==> src/hw/rtl/binary_grid_square_cover_check_assert.svh <==
// Assertion macros for the 2x2 square cover checker.
// Used by the top level only; expects signals named clk and arst_n in scope.
`ifndef BINARY_GRID_SQUARE_COVER_CHECK_ASSERT_SVH
`define BINARY_GRID_SQUARE_COVER_CHECK_ASSERT_SVH
`ifndef SYNTHESIS
// Same-cycle implication, disabled while reset is asserted.
`define BGSC_ASSERT_IMP(lbl, ante, cons) \
	lbl: assert property (@(posedge clk) disable iff (!arst_n) (ante) |-> (cons)) \
		else $error("bgsc: same-cycle check failed");
// Next-cycle implication, disabled while reset is asserted.
`define BGSC_ASSERT_NXT(lbl, ante, cons) \
	lbl: assert property (@(posedge clk) disable iff (!arst_n) (ante) |=> (cons)) \
		else $error("bgsc: next-cycle check failed");
`else
`define BGSC_ASSERT_IMP(lbl, ante, cons)
`define BGSC_ASSERT_NXT(lbl, ante, cons)
`endif
`endif

==> src/hw/rtl/bgsc_pkg.sv <==
// Shared constants, codes and types of the 2x2 square cover checker.
// No dependencies; imported by every module of the block but bgsc_ram.
package bgsc_pkg;

	localparam int MAX_DIM    = 64;
	localparam int DIM_W      = 7;
	localparam int POS_W      = $clog2(MAX_DIM);
	localparam int CNT_W      = 12;
	localparam int CFG_IDX_W  = 2;
	localparam int OUTQ_DEPTH = 4;
	localparam int OUTQ_AW    = $clog2(OUTQ_DEPTH);

	localparam logic [CNT_W-1:0] COUNT_MAX = {CNT_W{1'b1}};

	// Configuration register indexes.
	localparam logic [CFG_IDX_W-1:0] REG_ROWS = 2'd0;
	localparam logic [CFG_IDX_W-1:0] REG_COLS = 2'd1;

	// Result kinds.
	localparam logic KIND_SQUARE  = 1'b0;
	localparam logic KIND_VERDICT = 1'b1;

	// One accepted pixel together with its position in the image.
	typedef struct packed {
		logic             pixel;
		logic [POS_W-1:0] row;
		logic [POS_W-1:0] col;
		logic             row0;
		logic             col0;
		logic             final_row;
		logic             end_row;
	} pix_item_t;

	// Line buffer word: pixel of the row and whether a square ended there.
	typedef struct packed {
		logic pix;
		logic sq;
	} ram_word_t;

	// Line buffer read request issued when a pixel is accepted.
	typedef struct packed {
		logic             en;
		logic [POS_W-1:0] addr;
	} lookup_t;

	// One result item.
	typedef struct packed {
		logic             kind;
		logic [POS_W-1:0] row;
		logic [POS_W-1:0] col;
		logic             fits;
		logic [CNT_W-1:0] count;
		logic             last;
	} out_item_t;

	// Up to two result items written into the output queue in one cycle.
	typedef struct packed {
		logic [1:0] n;
		out_item_t  first;
		out_item_t  second;
	} push_t;

endpackage

==> src/hw/rtl/binary_grid_square_cover_check.sv <==
// 2x2 square cover checker on a streamed binary image.
//
// Pixels enter one per beat on the s_ channel in row-major order, the pixel
// in s_tdata[0]. The image size comes from two registers written on the cfg
// channel: index 0 rows, index 1 cols, each clamped to 2..64. A write to
// either register abandons the image in progress.
// Whenever a pixel completes a 2x2 block of ones, a square beat leaves on the
// m_ channel with the 1-based top-left position (m_tuser = 0). After the last
// pixel of the image a verdict beat follows (m_tuser = 1, m_tlast = 1) with
// the fit flag and the square count; when fit is 0 the square beats of that
// image are to be discarded.
// A result beat is formed from the input stage, written into the output queue
// and presented from there. While the output queue has room,
// the block accepts one pixel every cycle; the single extra verdict beat per
// image is absorbed by a four-entry output queue.
// The previous image row lives in a 64 x 2 line buffer with one read and one
// write per pixel, so no clearing pass is needed after reset.
// Reset empties the queue, sets both dimensions to 64 and starts a new image.
// When the receiver stalls, results wait in the queue; once fewer than two
// entries are free, a pixel waits in the input stage and s_tready drops.
`include "binary_grid_square_cover_check_assert.svh"

module binary_grid_square_cover_check
	import bgsc_pkg::*;
(
	input  logic                 clk,
	input  logic                 arst_n,
	input  logic                 cfg_valid,
	output logic                 cfg_ready,
	input  logic [CFG_IDX_W-1:0] cfg_index,
	input  logic [DIM_W-1:0]     cfg_data,
	input  logic                 s_tvalid,
	output logic                 s_tready,
	input  logic [7:0]           s_tdata,  // [0] pixel, [7:1] zero
	output logic                 m_tvalid,
	input  logic                 m_tready,
	output logic [31:0]          m_tdata,  // [5:0] square_row, [11:6] square_col,
	                                       // [12] fits, [24:13] square_count, [31:25] zero
	output logic                 m_tuser,  // [0] kind
	output logic                 m_tlast
);

	logic      valid_s1;
	logic      fire_s1;
	pix_item_t item_s1;
	lookup_t   lookup;
	logic      clear;
	logic      room;
	push_t     push;
	out_item_t out_item;

	// Configuration, raster position and input stage.
	bgsc_ctrl u_ctrl (
		.clk      (clk),
		.arst_n   (arst_n),
		.cfg_valid(cfg_valid),
		.cfg_ready(cfg_ready),
		.cfg_index(cfg_index),
		.cfg_data (cfg_data),
		.s_tvalid (s_tvalid),
		.s_tready (s_tready),
		.s_pixel  (s_tdata[0]),
		.fire_s1  (fire_s1),
		.valid_s1 (valid_s1),
		.item_s1  (item_s1),
		.lookup   (lookup),
		.clear    (clear)
	);

	// Per-pixel evaluation against the line buffer.
	bgsc_eval u_eval (
		.clk     (clk),
		.arst_n  (arst_n),
		.clear   (clear),
		.valid_s1(valid_s1),
		.item_s1 (item_s1),
		.lookup  (lookup),
		.room    (room),
		.fire_s1 (fire_s1),
		.push    (push)
	);

	// Result queue in front of the master port.
	bgsc_outq u_outq (
		.clk      (clk),
		.arst_n   (arst_n),
		.push     (push),
		.room     (room),
		.out_valid(m_tvalid),
		.out_ready(m_tready),
		.out_item (out_item)
	);

	// Output beat packing.
	assign m_tdata = {7'd0, out_item.count, out_item.fits, out_item.col, out_item.row};
	assign m_tuser = out_item.kind;
	assign m_tlast = out_item.last;

	// Only the verdict closes an image.
	`BGSC_ASSERT_IMP(a_last_is_verdict, m_tvalid, m_tlast == m_tuser)
	// A verdict carries no square position.
	`BGSC_ASSERT_IMP(a_verdict_no_pos, m_tvalid && m_tuser == KIND_VERDICT, m_tdata[11:0] == '0)
	// A held input stage must block the slave port.
	`BGSC_ASSERT_IMP(a_stall_blocks_input, valid_s1 && !fire_s1, !s_tready)
	// A retired pixel with nothing new behind it empties the input stage.
	`BGSC_ASSERT_NXT(a_stage_drains, fire_s1 && !s_tvalid, !valid_s1)

endmodule

==> src/hw/rtl/bgsc_ram.sv <==
// Generic single-write, single-read RAM with registered read data.
// No dependencies.
module bgsc_ram #(
	parameter int WIDTH = 2,
	parameter int DEPTH = 64
) (
	input  logic                     clk,
	input  logic                     wr_en,
	input  logic [$clog2(DEPTH)-1:0] wr_addr,
	input  logic [WIDTH-1:0]         wr_data,
	input  logic                     rd_en,
	input  logic [$clog2(DEPTH)-1:0] rd_addr,
	output logic [WIDTH-1:0]         rd_data
);

	logic [WIDTH-1:0] mem_q [DEPTH];

	// Write port.
	always_ff @(posedge clk) begin
		if (wr_en) begin
			mem_q[wr_addr] <= wr_data;
		end
	end

	// Registered read port; data holds while no read is issued.
	always_ff @(posedge clk) begin
		if (rd_en) begin
			rd_data <= mem_q[rd_addr];
		end
	end

endmodule

==> src/hw/rtl/bgsc_ctrl.sv <==
// Configuration registers, pixel position counters and the input stage.
// Depends on bgsc_pkg.
module bgsc_ctrl
	import bgsc_pkg::*;
(
	input  logic                 clk,
	input  logic                 arst_n,
	input  logic                 cfg_valid,
	output logic                 cfg_ready,
	input  logic [CFG_IDX_W-1:0] cfg_index,
	input  logic [DIM_W-1:0]     cfg_data,
	input  logic                 s_tvalid,
	output logic                 s_tready,
	input  logic                 s_pixel,
	input  logic                 fire_s1,
	output logic                 valid_s1,
	output pix_item_t            item_s1,
	output lookup_t              lookup,
	output logic                 clear
);

	logic [DIM_W-1:0] rows_q;
	logic [DIM_W-1:0] cols_q;
	logic [POS_W-1:0] row_q;
	logic [POS_W-1:0] col_q;
	logic [POS_W-1:0] last_row;
	logic [POS_W-1:0] last_col;
	logic             accept;
	logic             final_row;
	logic             end_row;

	// Clamp a dimension to 2..MAX_DIM and return it minus one.
	function automatic logic [POS_W-1:0] dim_last(input logic [DIM_W-1:0] v);
		logic [DIM_W-1:0] t;
		if (v < DIM_W'(2)) begin
			t = DIM_W'(1);
		end else if (v > DIM_W'(MAX_DIM)) begin
			t = DIM_W'(MAX_DIM - 1);
		end else begin
			t = v - DIM_W'(1);
		end
		return t[POS_W-1:0];
	endfunction

	assign cfg_ready = 1'b1;
	assign clear     = cfg_valid && (cfg_index == REG_ROWS || cfg_index == REG_COLS);

	assign s_tready  = !valid_s1 || fire_s1;
	assign accept    = s_tvalid && s_tready;
	assign last_row  = dim_last(rows_q);
	assign last_col  = dim_last(cols_q);
	assign final_row = (row_q == last_row);
	assign end_row   = (col_q == last_col);

	// The line buffer is read for the column of the pixel being accepted.
	assign lookup.en   = accept;
	assign lookup.addr = col_q;

	// Dimension registers.
	always_ff @(posedge clk or negedge arst_n) begin
		if (!arst_n) begin
			rows_q <= DIM_W'(MAX_DIM);
			cols_q <= DIM_W'(MAX_DIM);
		end else if (cfg_valid) begin
			if (cfg_index == REG_ROWS) begin
				rows_q <= cfg_data;
			end else if (cfg_index == REG_COLS) begin
				cols_q <= cfg_data;
			end
		end
	end

	// Raster position of the next pixel; restarts at image end or on a dimension write.
	always_ff @(posedge clk or negedge arst_n) begin
		if (!arst_n) begin
			row_q <= '0;
			col_q <= '0;
		end else if (clear) begin
			row_q <= '0;
			col_q <= '0;
		end else if (accept) begin
			if (end_row) begin
				col_q <= '0;
				row_q <= final_row ? '0 : row_q + POS_W'(1);
			end else begin
				col_q <= col_q + POS_W'(1);
			end
		end
	end

	// Input stage valid flag.
	always_ff @(posedge clk or negedge arst_n) begin
		if (!arst_n) begin
			valid_s1 <= 1'b0;
		end else if (accept) begin
			valid_s1 <= 1'b1;
		end else if (fire_s1) begin
			valid_s1 <= 1'b0;
		end
	end

	// Input stage payload.
	always_ff @(posedge clk) begin
		if (accept) begin
			item_s1.pixel     <= s_pixel;
			item_s1.row       <= row_q;
			item_s1.col       <= col_q;
			item_s1.row0      <= (row_q == '0);
			item_s1.col0      <= (col_q == '0);
			item_s1.final_row <= final_row;
			item_s1.end_row   <= end_row;
		end
	end

endmodule

==> src/hw/rtl/bgsc_eval.sv <==
// Square detection, coverage check and verdict; one pixel per cycle given room.
// Depends on bgsc_pkg and bgsc_ram (line buffer of the previous row).
module bgsc_eval
	import bgsc_pkg::*;
(
	input  logic      clk,
	input  logic      arst_n,
	input  logic      clear,
	input  logic      valid_s1,
	input  pix_item_t item_s1,
	input  lookup_t   lookup,
	input  logic      room,
	output logic      fire_s1,
	output push_t     push
);

	ram_word_t        up_cur;
	ram_word_t        up_prev_q;
	ram_word_t        wr_word;
	logic [$bits(ram_word_t)-1:0] rd_raw;
	logic             left_q;
	logic             sq_prev_q;
	logic             mis_q;
	logic [CNT_W-1:0] cnt_q;
	logic             has_up;
	logic             has_left;
	logic             sq;
	logic             cov_left;
	logic             mis_left;
	logic             mis_end;
	logic             mis_next;
	logic [CNT_W-1:0] cnt_next;
	logic             verdict;
	out_item_t        sq_item;
	out_item_t        vd_item;

	// Line buffer: per column, the pixel of the row above and whether a square
	// ended there. Read when the pixel is accepted, rewritten when it retires.
	bgsc_ram #(
		.WIDTH($bits(ram_word_t)),
		.DEPTH(MAX_DIM)
	) u_line (
		.clk    (clk),
		.wr_en  (fire_s1),
		.wr_addr(item_s1.col),
		.wr_data(wr_word),
		.rd_en  (lookup.en),
		.rd_addr(lookup.addr),
		.rd_data(rd_raw)
	);

	assign up_cur  = rd_raw;
	assign fire_s1 = valid_s1 && room;

	// A square needs the two pixels above, the left pixel and this one.
	assign has_up   = !item_s1.row0;
	assign has_left = !item_s1.col0;
	assign sq       = has_up && has_left && up_prev_q.pix && up_cur.pix && left_q
	                  && item_s1.pixel;

	// Coverage of the column to the left in the row above is final now.
	assign cov_left = up_prev_q.sq | up_cur.sq | sq_prev_q | sq;
	assign mis_left = has_left && ((has_up && (up_prev_q.pix != cov_left)) ||
	                  (item_s1.final_row && (left_q != (sq_prev_q | sq))));

	// At the end of a row this column is final too.
	assign mis_end  = item_s1.end_row && ((has_up && (up_cur.pix != (up_cur.sq | sq))) ||
	                  (item_s1.final_row && (item_s1.pixel != sq)));

	assign mis_next = mis_q | mis_left | mis_end;
	assign cnt_next = (sq && cnt_q != COUNT_MAX) ? cnt_q + CNT_W'(1) : cnt_q;
	assign verdict  = item_s1.end_row && item_s1.final_row;

	assign wr_word.pix = item_s1.pixel;
	assign wr_word.sq  = sq;

	// Result items.
	always_comb begin
		sq_item.kind  = KIND_SQUARE;
		sq_item.row   = item_s1.row;
		sq_item.col   = item_s1.col;
		sq_item.fits  = 1'b0;
		sq_item.count = '0;
		sq_item.last  = 1'b0;

		vd_item.kind  = KIND_VERDICT;
		vd_item.row   = '0;
		vd_item.col   = '0;
		vd_item.fits  = !mis_next;
		vd_item.count = cnt_next;
		vd_item.last  = 1'b1;

		push.n      = fire_s1 ? (2'(sq) + 2'(verdict)) : 2'd0;
		push.first  = sq ? sq_item : vd_item;
		push.second = vd_item;
	end

	// Neighbor and image state, advanced once per retired pixel.
	always_ff @(posedge clk or negedge arst_n) begin
		if (!arst_n) begin
			left_q    <= 1'b0;
			sq_prev_q <= 1'b0;
			mis_q     <= 1'b0;
			cnt_q     <= '0;
		end else if (clear) begin
			left_q    <= 1'b0;
			sq_prev_q <= 1'b0;
			mis_q     <= 1'b0;
			cnt_q     <= '0;
		end else if (fire_s1) begin
			left_q    <= item_s1.end_row ? 1'b0 : item_s1.pixel;
			sq_prev_q <= sq;
			mis_q     <= verdict ? 1'b0 : mis_next;
			cnt_q     <= verdict ? '0 : cnt_next;
		end
	end

	// Above-row word of this column becomes the upper-left word for the next pixel.
	always_ff @(posedge clk) begin
		if (fire_s1) begin
			up_prev_q <= up_cur;
		end
	end

endmodule

==> src/hw/rtl/bgsc_outq.sv <==
// Output queue: takes up to two result items a cycle, sends one per beat.
// Depends on bgsc_pkg.
module bgsc_outq
	import bgsc_pkg::*;
(
	input  logic      clk,
	input  logic      arst_n,
	input  push_t     push,
	output logic      room,
	output logic      out_valid,
	input  logic      out_ready,
	output out_item_t out_item
);

	out_item_t          mem_q [OUTQ_DEPTH];
	logic [OUTQ_AW-1:0] wr_q;
	logic [OUTQ_AW-1:0] rd_q;
	logic [OUTQ_AW:0]   level_q;
	logic               pop;

	assign out_valid = (level_q != '0);
	assign out_item  = mem_q[rd_q];
	assign pop       = out_valid && out_ready;
	assign room      = (level_q <= (OUTQ_AW+1)'(OUTQ_DEPTH - 2));

	// Pointers and fill level.
	always_ff @(posedge clk or negedge arst_n) begin
		if (!arst_n) begin
			wr_q    <= '0;
			rd_q    <= '0;
			level_q <= '0;
		end else begin
			wr_q    <= wr_q + OUTQ_AW'(push.n);
			rd_q    <= rd_q + OUTQ_AW'(pop);
			level_q <= level_q + (OUTQ_AW+1)'(push.n) - (OUTQ_AW+1)'(pop);
		end
	end

	// Item storage.
	always_ff @(posedge clk) begin
		if (push.n != 2'd0) begin
			mem_q[wr_q] <= push.first;
		end
		if (push.n == 2'd2) begin
			mem_q[wr_q + OUTQ_AW'(1)] <= push.second;
		end
	end

endmodule

==> config.mk <==
export PLATFORM = sky130hd
export DESIGN_NAME = binary_grid_square_cover_check
export DESIGN_NICKNAME = d
export VERILOG_FILES = /design/src/hw/rtl/bgsc_pkg.sv /design/src/hw/rtl/binary_grid_square_cover_check.sv /design/src/hw/rtl/bgsc_ram.sv /design/src/hw/rtl/bgsc_ctrl.sv /design/src/hw/rtl/bgsc_eval.sv /design/src/hw/rtl/bgsc_outq.sv
export VERILOG_INCLUDE_DIRS = /design/src /design/src/hw/rtl
export SDC_FILE = /design/constraint.sdc
export NUM_CORES = 1
export LEC_CHECK = 0
export ABC_AREA = 1
export BUFFER_PORTS_ARGS = -buffer_cell sky130_fd_sc_hd__buf_2
export CELL_PAD_IN_SITES_DETAIL_PLACEMENT = 1
export CELL_PAD_IN_SITES_GLOBAL_PLACEMENT = 1
export CORE_MARGIN = 8
export CORE_UTILIZATION = 33
export DETAILED_ROUTE_END_ITERATION = 8
export PLACE_DENSITY_LB_ADDON = 0.1
export SLEW_MARGIN = 20
export SYNTH_ARGS = -nofsm -noshare
export SYNTH_HDL_FRONTEND = slang
export SYNTH_SLANG_ARGS = --single-unit
export TNS_END_PERCENT = 5
==> constraint.sdc <==
create_clock -name clk -period 9.7 [get_ports clk]
set_input_delay 0.97 -clock clk [delete_from_list [all_inputs] [get_ports clk]]
set_output_delay 0.97 -clock clk [all_outputs]
set_load 0.03 [all_outputs]
==> flow_summary.yaml, run 1 <==
place:
  port_buffers: 43
  hpwl_mm: 25.3
  globalplace.congestion: 0.761
  dp.cells: 1951
  place_area_um2: 14600
synth:
  syn_inst: 1429
  async_flop_share_pct: 16.2
  synthDistinctLibCells: 48
  synth-compound-area-share_pct: 13.8
  synth.mux.area_fraction_pct: 0
  synth_xor_area_share_pct: 1.61
  synth.avg_cell_area_um2: 9.78
  yosys.area_share.simple_pct: 18.0
  ys_ff_latch: 302
  synth_edf_count: 201
  ys_seq_area_share_pct: 59.4
  ys_warn_count: 0
  synth_top_family_by_area: "simple AND/OR/NAND/NOR gates"
  dominantRegCellSynth: "edfxtp_1"
  synthAdderAreaFrac_pct: 1.49
  syn_area_um2: 14000
route:
  drt-pass1-iter-count: 4
  vias: 10414
  wirelength_mm: 40.5
  vias_per_cell: 5.16
  ant_nets: 0
  wire_per_inst_um: 20.1
  drcViolationCount: 0
  first_iter_violations: 589
finish:
  fin_util_pct: 37.7
  layoutNonFillerInstCount: 2019
  area_growth_pct: 12.8
  fin_area_um2: 15800
  diodes: 0
  final_cell_mix: "244 x nor2_1, 201 x edfxtp_1, 191 x nand2_1"
  final_common_cell: "nor2_1"
  drive_gt1_share_pct: 10.9
  final_nets: 1489
power:
  p_leak_nw: 5.70
  max-vdd-ir-drop_mv: 0.128
  p_comb_share_pct: 32.5
  power_frac_clock_pct: 30.4
  total_power_mw: 4.46
  sw_frac_of_total_pct: 38.5
  p_per_area_nw_per_um2: 283
  p_switching_mw: 1.72
  p_int_mw: 2.75
  pwr-share-seq_pct: 37.1
worst_setup_path:
  worstPathRequired_ns: 9.80
  max_stage_delay_ns: 0.67
  startpoint: "u_ctrl.item_s1[16]"
  critical-path-top-delay-family: "buffers and inverters"
  crit_path_end_kind: "flip-flop"
  reg2reg_from: "u_ctrl.item_s1[16]"
  crit_path_top_delay_cell: "nand2_1"
  crit_chain: "buf_4 -> nand3_2 -> inv_2 -> ha_1 -> inv_1 -> nor2_4 -> nor2_4 -> nor3_2 -> inv_2 -> nand2_1"
  worstPathArrival_ns: 3.73
  path_max_fanout: 67
  worstSetupPathType: "flip-flop to flip-flop"
  worstSetupStartpointType: "flip-flop"
  crit_buf_inv: 4
die:
  core_area_um2: 41900
  initial_core_util_pct: 33.4
  dieHeight_um: 222
  die_area_um2: 49200
  io-pin-count: 59
  die_x_um: 222
  core.rowCount: 75
timing:
  tightest_slew_ns: 0.999
  final-setup-viol-count: 0
  drv_slew: 0
  hold_violations: 0
  skew_ns: 0.0231
  fin_setup_tns_ns: 0
  max_slew_margin_pct: 33.3
  layout_min_cycle_time_ns: 3.63
  rsz0062_at_grt: "false"
  period_share_pct: 37.4
  clock.fmax_mhz: 275
clocking:
  clk_latency_ns: 0.54
  cts.path.max_buffers: 3
  cts.sinks: 302
  numCtsBuffers: 37
  cts_resized: 0
  cts-root-buf: "clkbuf_16"
  holdBufCountCts: 0
  clk_pin_slew_ns: 0.06
  cts_tree: "built"
  htreeDepth: 2
  postCtsSetupBuffers: 0
run_status:
  status: "completed"
grt:
  grt_pass1_vias: 11058
  globalRouteOverflowTotal: 0
  antenna_found_initial: 0
  grt_usage_pct: 16.6
  grt_max_degree: 75
  grt_first_pass_wirelength_mm: 64.5
min_path:
  min_path_type: "flip-flop to flip-flop"
  hold_start: "u_outq.mem_q[1][0]"
run:
  drv_cap: 0
==> state kept, by name (all words and copies together), names as in the netlist <==
register               cells
u_eval.u_line.mem_q      128
u_outq.wr_q                2
u_ctrl.row_q               6
u_outq.mem_q             104
u_eval.u_line.rd_data      2
u_eval.up_prev_q           2
u_ctrl.valid_s1            1
u_eval.mis_q               1
u_ctrl.cols_q              7
u_ctrl.rows_q              7
u_ctrl.col_q               6
u_outq.level_q             3
u_eval.sq_prev_q           1
u_eval.cnt_q              12
u_eval.left_q              1
u_ctrl.item_s1            17
u_outq.rd_q                2
==> area by class of cell <==
cell class	count	area (um^2)
fill	4707	26100
sequential	302	8310
clock inverter	11	108
inverter	102	385
timing repair buffer	56	313
clock buffer	57	1070
tap	539	674
multi-input combinational	952	4910
==> cells by family (layout without fill, tap and decap cells) <==
kind of cell               after synthesis  after routing
AOI/OAI and AO/OA                      328            328
xor gates and xnor gates                24             24
adders and majority gates               16             16
buffers and inverters                  181            226
DFF                                    302            302
other                                    2              8
and+or+nand+nor                        576            576
==> tightest hold or removal path, stage by stage (launching register included) <==
cell and delay (ns):
dfxtp_1 0.30, nand2_1 0.06, nand2_1 0.04
==> power groups by stage <==
stage                     sequential, mW  combinational, mW  clock (mW)
final                               1.66               1.45        1.36
after global routing                1.67               1.62        1.44
after CTS                           1.66               1.49        1.40
after detailed placement            1.69               1.49           0
after global placement              1.68               1.47           0
after floorplan                     1.64               1.02           0
==> path summary, 6_finish.rpt <==
kind                                            to  slack [ns]  depth (start not counted)
worst max-delay path            u_outq.mem_q[0][2]        6.07                         10
worst min-delay path            u_outq.mem_q[1][0]        0.45                          2
worst max register to register  u_outq.mem_q[0][2]        6.07                         10
worst min register to register  u_outq.mem_q[1][0]        0.45                          2
max in group asynchronous          u_ctrl.col_q[0]        8.60                          2
min in group asynchronous         u_ctrl.cols_q[0]        0.57                          2
==> cell usage after synthesis, types with 2 or more instances <==
library cell | count | area [um^2]
xor2_1 | 17 | 149
buf_4 | 12 | 90.1
xor2_2 | 2 | 32.5
o21ai_0 | 154 | 771
a31oi_1 | 6 | 37.5
a211oi_2 | 11 | 138
a21oi_2 | 2 | 17.5
o21ai_1 | 38 | 190
nand3b_1 | 2 | 15.0
xnor2_1 | 5 | 43.8
a21oi_1 | 14 | 70.1
nor2_8 | 2 | 40.0
ha_1 | 15 | 188
o211ai_1 | 4 | 30.0
nand2_2 | 2 | 12.5
buf_6 | 5 | 56.3
nand3_1 | 90 | 450
nor2_4 | 2 | 22.5
dfrtp_1 | 47 | 1180
conb_1 | 2 | 7.51
or2_2 | 3 | 18.8
nor3_1 | 7 | 35.0
nor3_4 | 5 | 81.3
nand2_1 | 191 | 717
inv_2 | 8 | 30.0
dfstp_2 | 2 | 52.6
clkinv_1 | 3 | 11.3
clkbuf_1 | 37 | 139
nor3_2 | 5 | 50.1
o221ai_1 | 12 | 105
inv_1 | 90 | 338
dfxtp_1 | 52 | 1040
buf_1 | 4 | 15.0
buf_2 | 21 | 105
nand4_1 | 18 | 113
edfxtp_1 | 201 | 6040
o22ai_1 | 82 | 513
nor2_1 | 244 | 916
nand3_2 | 3 | 30.0
==> per-stage QoR <==
stage	hold WS [ns]	setup slack (ns)
3_3_place_gp	0.440	5.97
4_1_cts	0.457	5.92
2_1_floorplan	0.421	6.03
6_report	0.452	6.07
5_1_grt	0.467	5.70
3_5_place_dp	0.444	5.95
==> metal layers <==
metal	part of all wire, %	vias up	global-route usage, %
met5	0	-	0
met4	2.3	0	5.07
met3	3.1	64	2.45
met2	47	141	27.8
met1	48	5175	21.9
li1	-	5034	-
Power figures use the tool's default switching activity.
==> inputs of run 2 (changes only) <==
==> constraint.sdc (replaced) <==
create_clock -name clk -period 2.92 [get_ports clk]
set_input_delay 0.292 -clock clk [delete_from_list [all_inputs] [get_ports clk]]
set_output_delay 0.292 -clock clk [all_outputs]
set_load 0.03 [all_outputs]
==> run 2 against run 1 <==
Utilization up 0.57 points. Global-route usage about the same. Sequential share of layout area shrank 0.79 points. Cell area increased by 1.5%. Non-clock buffer count increased by 28. Die area stayed put. Power grew to 3.3 times the previous value. Sequential power grew to 3.3 times the previous value. Critical path type unchanged. Largest cell class unchanged. Highest routed layer unchanged.
==> flow_summary.yaml, run 2 (synthesis gave the netlist of run 1 again) <==
route:
  drcViolationCount: 0
  vias: 10561
  vias_per_cell: 5.17
  wirelength_mm: 40.7
  ant_nets: 0
  first_iter_violations: 578
  drt-pass1-iter-count: 4
  wire_per_inst_um: 19.9
timing:
  clock.fmax_mhz: 393
  skew_ns: 0.0194
  period_share_pct: 87.1
  layout_min_cycle_time_ns: 2.54
  fin_setup_tns_ns: 0
  drv_slew: 0
  rsz0062_at_grt: "false"
  hold_violations: 0
  whs_ns: 0.0234
  final-setup-viol-count: 0
  tightest_slew_ns: 0.775
  max_slew_margin_pct: 48.1
grt:
  grt_max_degree: 72
  grt_usage_pct: 16.6
  globalRouteOverflowTotal: 0
  antenna_found_initial: 0
  grt_first_pass_wirelength_mm: 64.7
  grt_pass1_vias: 10930
finish:
  drive_gt1_share_pct: 12.8
  layoutNonFillerInstCount: 2043
  reg.largest.list: "u_eval.u_line.mem_q: 128 flops, u_outq.mem_q: 104 flops, u_ctrl.item_s1: 17 flops"
  final_nets: 1517
  fin_area_um2: 16000
  final_common_cell: "nor2_1"
  top_register: "u_eval.u_line.mem_q"
  final_cell_mix: "244 x nor2_1, 201 x edfxtp_1, 188 x nand2_1"
  largest_reg_flops: 128
  diodes: 0
  area_growth_pct: 14.5
power:
  p_switching_mw: 5.72
  p_leak_nw: 5.82
  p_int_mw: 9.13
  power_frac_clock_pct: 29.9
  pwr-share-seq_pct: 37.0
  sw_frac_of_total_pct: 38.5
  max-vdd-ir-drop_mv: 0.443
  p_comb_share_pct: 33.2
  p_per_area_nw_per_um2: 927
clocking:
  cts.path.max_buffers: 3
  cts_resized: 0
  postCtsSetupBuffers: 0
  cts.sinks: 302
  clk_pin_slew_ns: 0.06
  cts_tree: "built"
  htreeDepth: 2
  numCtsBuffers: 37
  clk_latency_ns: 0.55
  cts-root-buf: "clkbuf_16"
die:
  initial_core_util_pct: 33.4
  core.rowCount: 75
  core_area_um2: 41900
  die_area_um2: 49200
  dieHeight_um: 222
  io-pin-count: 59
  die_x_um: 222
worst_setup_path:
  worstPathRequired_ns: 3.39
  path_max_fanout: 25
  worstSetupStartpointType: "flip-flop"
  worstPathArrival_ns: 3.01
  worstSetupPathType: "flip-flop to flip-flop"
  crit_path_end_kind: "flip-flop"
place:
  place_area_um2: 14800
  port_buffers: 43
  globalplace.congestion: 0.765
  dp.cells: 1977
  hpwl_mm: 26.4
run_status:
  status: "completed"
run:
  drv_cap: 0
min_path:
  min_path_type: "primary input to flip-flop"
[run 2: path summary, 6_finish.rpt]
kind / start / cells after the start / slack, ns / end
max: u_ctrl.item_s1[3] / 14 / 0.38 / u_outq.mem_q[0][18]
min: cfg_data[1] / 3 / 0.02 / u_ctrl.cols_q[1]
max reg2reg: u_ctrl.item_s1[3] / 14 / 0.38 / u_outq.mem_q[0][18]
min reg2reg: u_outq.mem_q[3][0] / 2 / 0.46 / u_outq.mem_q[3][0]
max in group asynchronous: arst_n / 3 / 1.84 / u_ctrl.row_q[2]
min in group asynchronous: arst_n / 2 / 0.27 / u_ctrl.cols_q[0]
[run 2: repair_timing]
| item | 4_1_cts | 5_1_grt |
|---|---|---|
| endpoints found under the setup margin | 0 | 0 |
| hold buffers | 2 | 0 |
| endpoints found under the hold margin | 19 | 0 |
[run 2: final cells by class]
class | count | area (um^2)
Sequential cell | 302 | 8310
Multi-Input combinational cell | 952 | 4950
Timing Repair Buffer | 84 | 528
Inverter | 102 | 388
Fill cell | 4726 | 25800
Clock inverter | 11 | 104
Tap cell | 539 | 674
Clock buffer | 53 | 1060
[run 2: per-layer routing]
layer | vias up | GRT usage (%) | routed length (um)
met2 | 162 | 27.9 | 19300
met3 | 56 | 2.57 | 1530
met1 | 5254 | 21.9 | 19000
met4 | 0 | 4.73 | 868
li1 | 5089 | - | -
met5 | - | 0 | 0
[run 2: metrics by stage]
| stage | worst slack [ns] | power, mW | util [%] |
|---|---|---|---|
| 2_1_floorplan | -0.0963 | 8.87 | - |
| 3_3_place_gp | 0.426 | 10.5 | 35.4 |
| 3_5_place_dp | 0.376 | 10.6 | 35.4 |
| 4_1_cts | 0.331 | 15.1 | 38.3 |
| 5_1_grt | 0.151 | 15.8 | 38.3 |
| 6_report | 0.375 | 14.8 | 38.3 |
[run 2: power by group through the flow]
stage / logic, mW / clock network (mW) / registers, mW
finish: 4.92 / 4.43 / 5.49
global route: 5.51 / 4.72 / 5.55
CTS: 5.03 / 4.57 / 5.50
detailed placement: 5.01 / 0 / 5.58
global placement: 4.95 / 0 / 5.57
floorplan: 3.42 / 0 / 5.45
[run 2: critical path, stage by stage, from the launching register on]
cell	delay (ns)
edfxtp_1	0.38
inv_1	0.08
nand3_1	0.08
nor2_2	0.12
nand3_2	0.13
inv_2	0.13
ha_4	0.22
inv_4	0.07
nor2_4	0.06
nor2_4	0.23
nor3_2	0.10
inv_2	0.29
buf_4	0.37
nand3_1	0.12
o21ai_1	0.08
==> inputs of run 3 (changes only) <==
--- a/config.mk
+++ b/config.mk
@@ -14,8 +14,10 @@
 export CORE_UTILIZATION = 33
 export DETAILED_ROUTE_END_ITERATION = 8
 export PLACE_DENSITY_LB_ADDON = 0.1
-export SLEW_MARGIN = 20
+export REMOVE_ABC_BUFFERS = 1
+export SLEW_MARGIN = 30
 export SYNTH_ARGS = -nofsm -noshare
 export SYNTH_HDL_FRONTEND = slang
+export SYNTH_HIERARCHICAL = 1
 export SYNTH_SLANG_ARGS = --single-unit
 export TNS_END_PERCENT = 5
==> run 3 against run 2 <==
Via count is 8.7% higher. Worst hold slack improved by 0.018 ns. Highest routed layer unchanged. Sequential share of layout area shrank 1.1 points. Flip-flop and latch count rose by 4. Critical path depth fell by 9. Maximum frequency fell by 4.4%. First-iteration DRC count decreased by 35%. Setup slack got worse by 0.12 ns. Largest power group unchanged. Cell area is 10% higher.
==> flow_summary.yaml, run 3 <==
run_status:
  status: "completed"
timing:
  skew_ns: 0.0184
  period_share_pct: 91.2
  clock.fmax_mhz: 376
  hold_violations: 0
  final.setup.worst_slack_ns: 0.258
  max_slew_margin_pct: 48.6
  drv_slew: 0
  final-setup-viol-count: 0
  tightest_slew_ns: 0.771
  layout_min_cycle_time_ns: 2.66
  whs_ns: 0.0419
  rsz0062_at_grt: "false"
finish:
  final_cell_mix: "453 x nand2_1, 257 x edfxtp_1, 185 x nor2_1"
  drive_gt1_share_pct: 13.9
  top_register: "u_eval/u_line/mem_q"
  final_nets: 1761
  largest_reg_flops: 128
  reg.largest.list: "u_eval/u_line/mem_q: 128 flops, u_outq/mem_q: 108 flops, u_ctrl/item_s1: 17 flops"
  area_growth_pct: 12.2
  fillerInstances: 5477
  diodes: 0
  final_common_cell: "nand2_1"
synth:
  dominantRegCellSynth: "edfxtp_1"
  ys_warn_count: 6
  synthTopCellsByCount: "453 x nand2_1, 257 x edfxtp_1, 185 x nor2_1"
  synthDistinctLibCells: 46
  syn_inst: 1685
  synth.most_common_cell: "nand2_1"
  ys_ff_latch: 306
  ys_top_cells_by_area: "edfxtp_1 49%, nand2_1 11%, dfrtp_1 7.5%"
  synth_edf_count: 257
  ys_seq_area_share_pct: 56.9
  synth.avg_cell_area_um2: 9.33
  synth_top_area_share_pct: 49.1
  syn_area_um2: 15700
  async_flop_share_pct: 16.0
  synth_top_cell_by_area: "edfxtp_1"
clocking:
  clk_latency_ns: 0.56
  cts-root-buf: "clkbuf_16"
  cts.sinks: 306
  clk_pin_slew_ns: 0.06
  postCtsSetupBuffers: 0
  htreeDepth: 2
  cts_tree: "built"
  cts.path.max_buffers: 3
  holdBufCountCts: 4
  cts_resized: 0
  numCtsBuffers: 37
route:
  first_iter_violations: 377
  wire_per_inst_um: 17.9
  ant_nets: 0
  vias_per_cell: 4.84
  vias: 11477
  wirelength_mm: 42.3
  drt-pass1-iter-count: 4
  drcViolationCount: 0
worst_setup_path:
  path_max_fanout: 33
  worstPathArrival_ns: 2.37
  worstSetupStartpointType: "flip-flop"
  worstPathRequired_ns: 2.63
  worstSetupPathType: "flip-flop to primary output"
  crit_path_end_kind: "primary output"
die:
  initial_core_util_pct: 33.2
  core_area_um2: 47300
  dieHeight_um: 234
  die_x_um: 234
  die_area_um2: 54900
  io-pin-count: 59
  core.rowCount: 80
place:
  hpwl_mm: 27.3
  globalplace.congestion: 0.755
  dp_worst_setup_slack_ns: 0.255
  port_buffers: 43
grt:
  antenna_found_initial: 0
  grt_pass1_vias: 12280
  globalRouteOverflowTotal: 0
  grt_usage_pct: 16.0
  grt_first_pass_wirelength_mm: 68.3
  grt_max_degree: 68
power:
  p_per_area_nw_per_um2: 849
  p_leak_nw: 7.01
  max-vdd-ir-drop_mv: 0.460
run:
  drv_cap: 0
min_path:
  min_path_type: "primary input to flip-flop"
run 3: cell count changes in the layout (fill, tap and decap cells not counted), moves of 12 or more:
cell      change
edfxtp_1     +56
nor2_1       -59
o21ai_2      +68
inv_1        +52
conb_1       +14
o21ai_1      -12
o21ai_0      -31
o221ai_1     -12
o22ai_1      -81
nand2_1     +265
nand3_1      +72
dfxtp_1      -52
run 3: final cells by class:
class,instances,area [um^2],area share (%)
Inverter,150,563,3.19
Sequential cell,306,8950,50.8
Clock buffer,50,995,5.64
Tap cell,615,769,4.36
Timing Repair Buffer,84,636,3.61
Clock inverter,16,120,0.681
Multi-Input combinational cell,1148,5600,31.8
run 3: cells by family after synthesis:
group | after synthesis | share of synthesized area (%)
xor gates and xnor gates | 21 | 1.27
and+or+nand+nor | 863 | 23.4
other | 4 | 0.0955
DFF | 306 | 56.9
buffers and inverters | 249 | 8.17
AOI/OAI and AO/OA | 230 | 9.11
adders and majority gates | 12 | 1.00
run 3: worst paths after layout:
path                       slack (ns)                     start  cells after the start                end
max reg2reg                      0.28  u_eval/u_line/rd_data[1]                     14  u_outq/level_q[2]
min in group asynchronous        0.30                    arst_n                      2     u_outq/rd_q[0]
min                              0.04               cfg_data[3]                      3   u_ctrl/cols_q[3]
min reg2reg                      0.49            u_outq/rd_q[1]                      2     u_outq/rd_q[1]
max in group asynchronous        2.01                    arst_n                      3   u_eval/cnt_q[11]
max                              0.26            u_outq/rd_q[0]                      5        m_tdata[18]
run 3: critical path, stage by stage (launching register included):
cell,delay (ns)
dfrtp_2,0.41
inv_2,0.36
buf_4,0.41
o21ai_0,0.11
o21ai_0,0.26
buf_2,0.26
run 3: power breakdown:
| group | switching (mW) | internal [mW] | total (mW) |
|---|---|---|---|
| logic | 3.75 | 1.39 | 5.14 |
| registers | 0.334 | 5.21 | 5.55 |
| clock network | 1.81 | 2.48 | 4.29 |
| total | 5.89 | 9.08 | 15.0 |
run 3: stage by stage:
step | cell area (um^2) | power [mW] | cells | util (%) | TNS [ns]
after floorplan | 15100 | 8.83 | 1604 | - | -562.09
after global placement | 16500 | 10.8 | 2299 | 34.8 | 0
after detailed placement | 16500 | 10.9 | 2299 | 34.8 | 0
after CTS | 17600 | 15.3 | 2369 | 37.2 | 0
after global routing | 17600 | 16.0 | 2369 | 37.2 | 0
final | 17600 | 15.0 | 2369 | 37.2 | 0
run 3: per-layer routing:
layer  part of all wire [%]  global-route usage, %  vias up
met1                     46                   20.3     5676
li1                       -                      -     5665
met4                    1.7                   4.07        0
met5                      0                      0        -
met2                     50                   28.3       96
met3                    2.8                   2.10       40
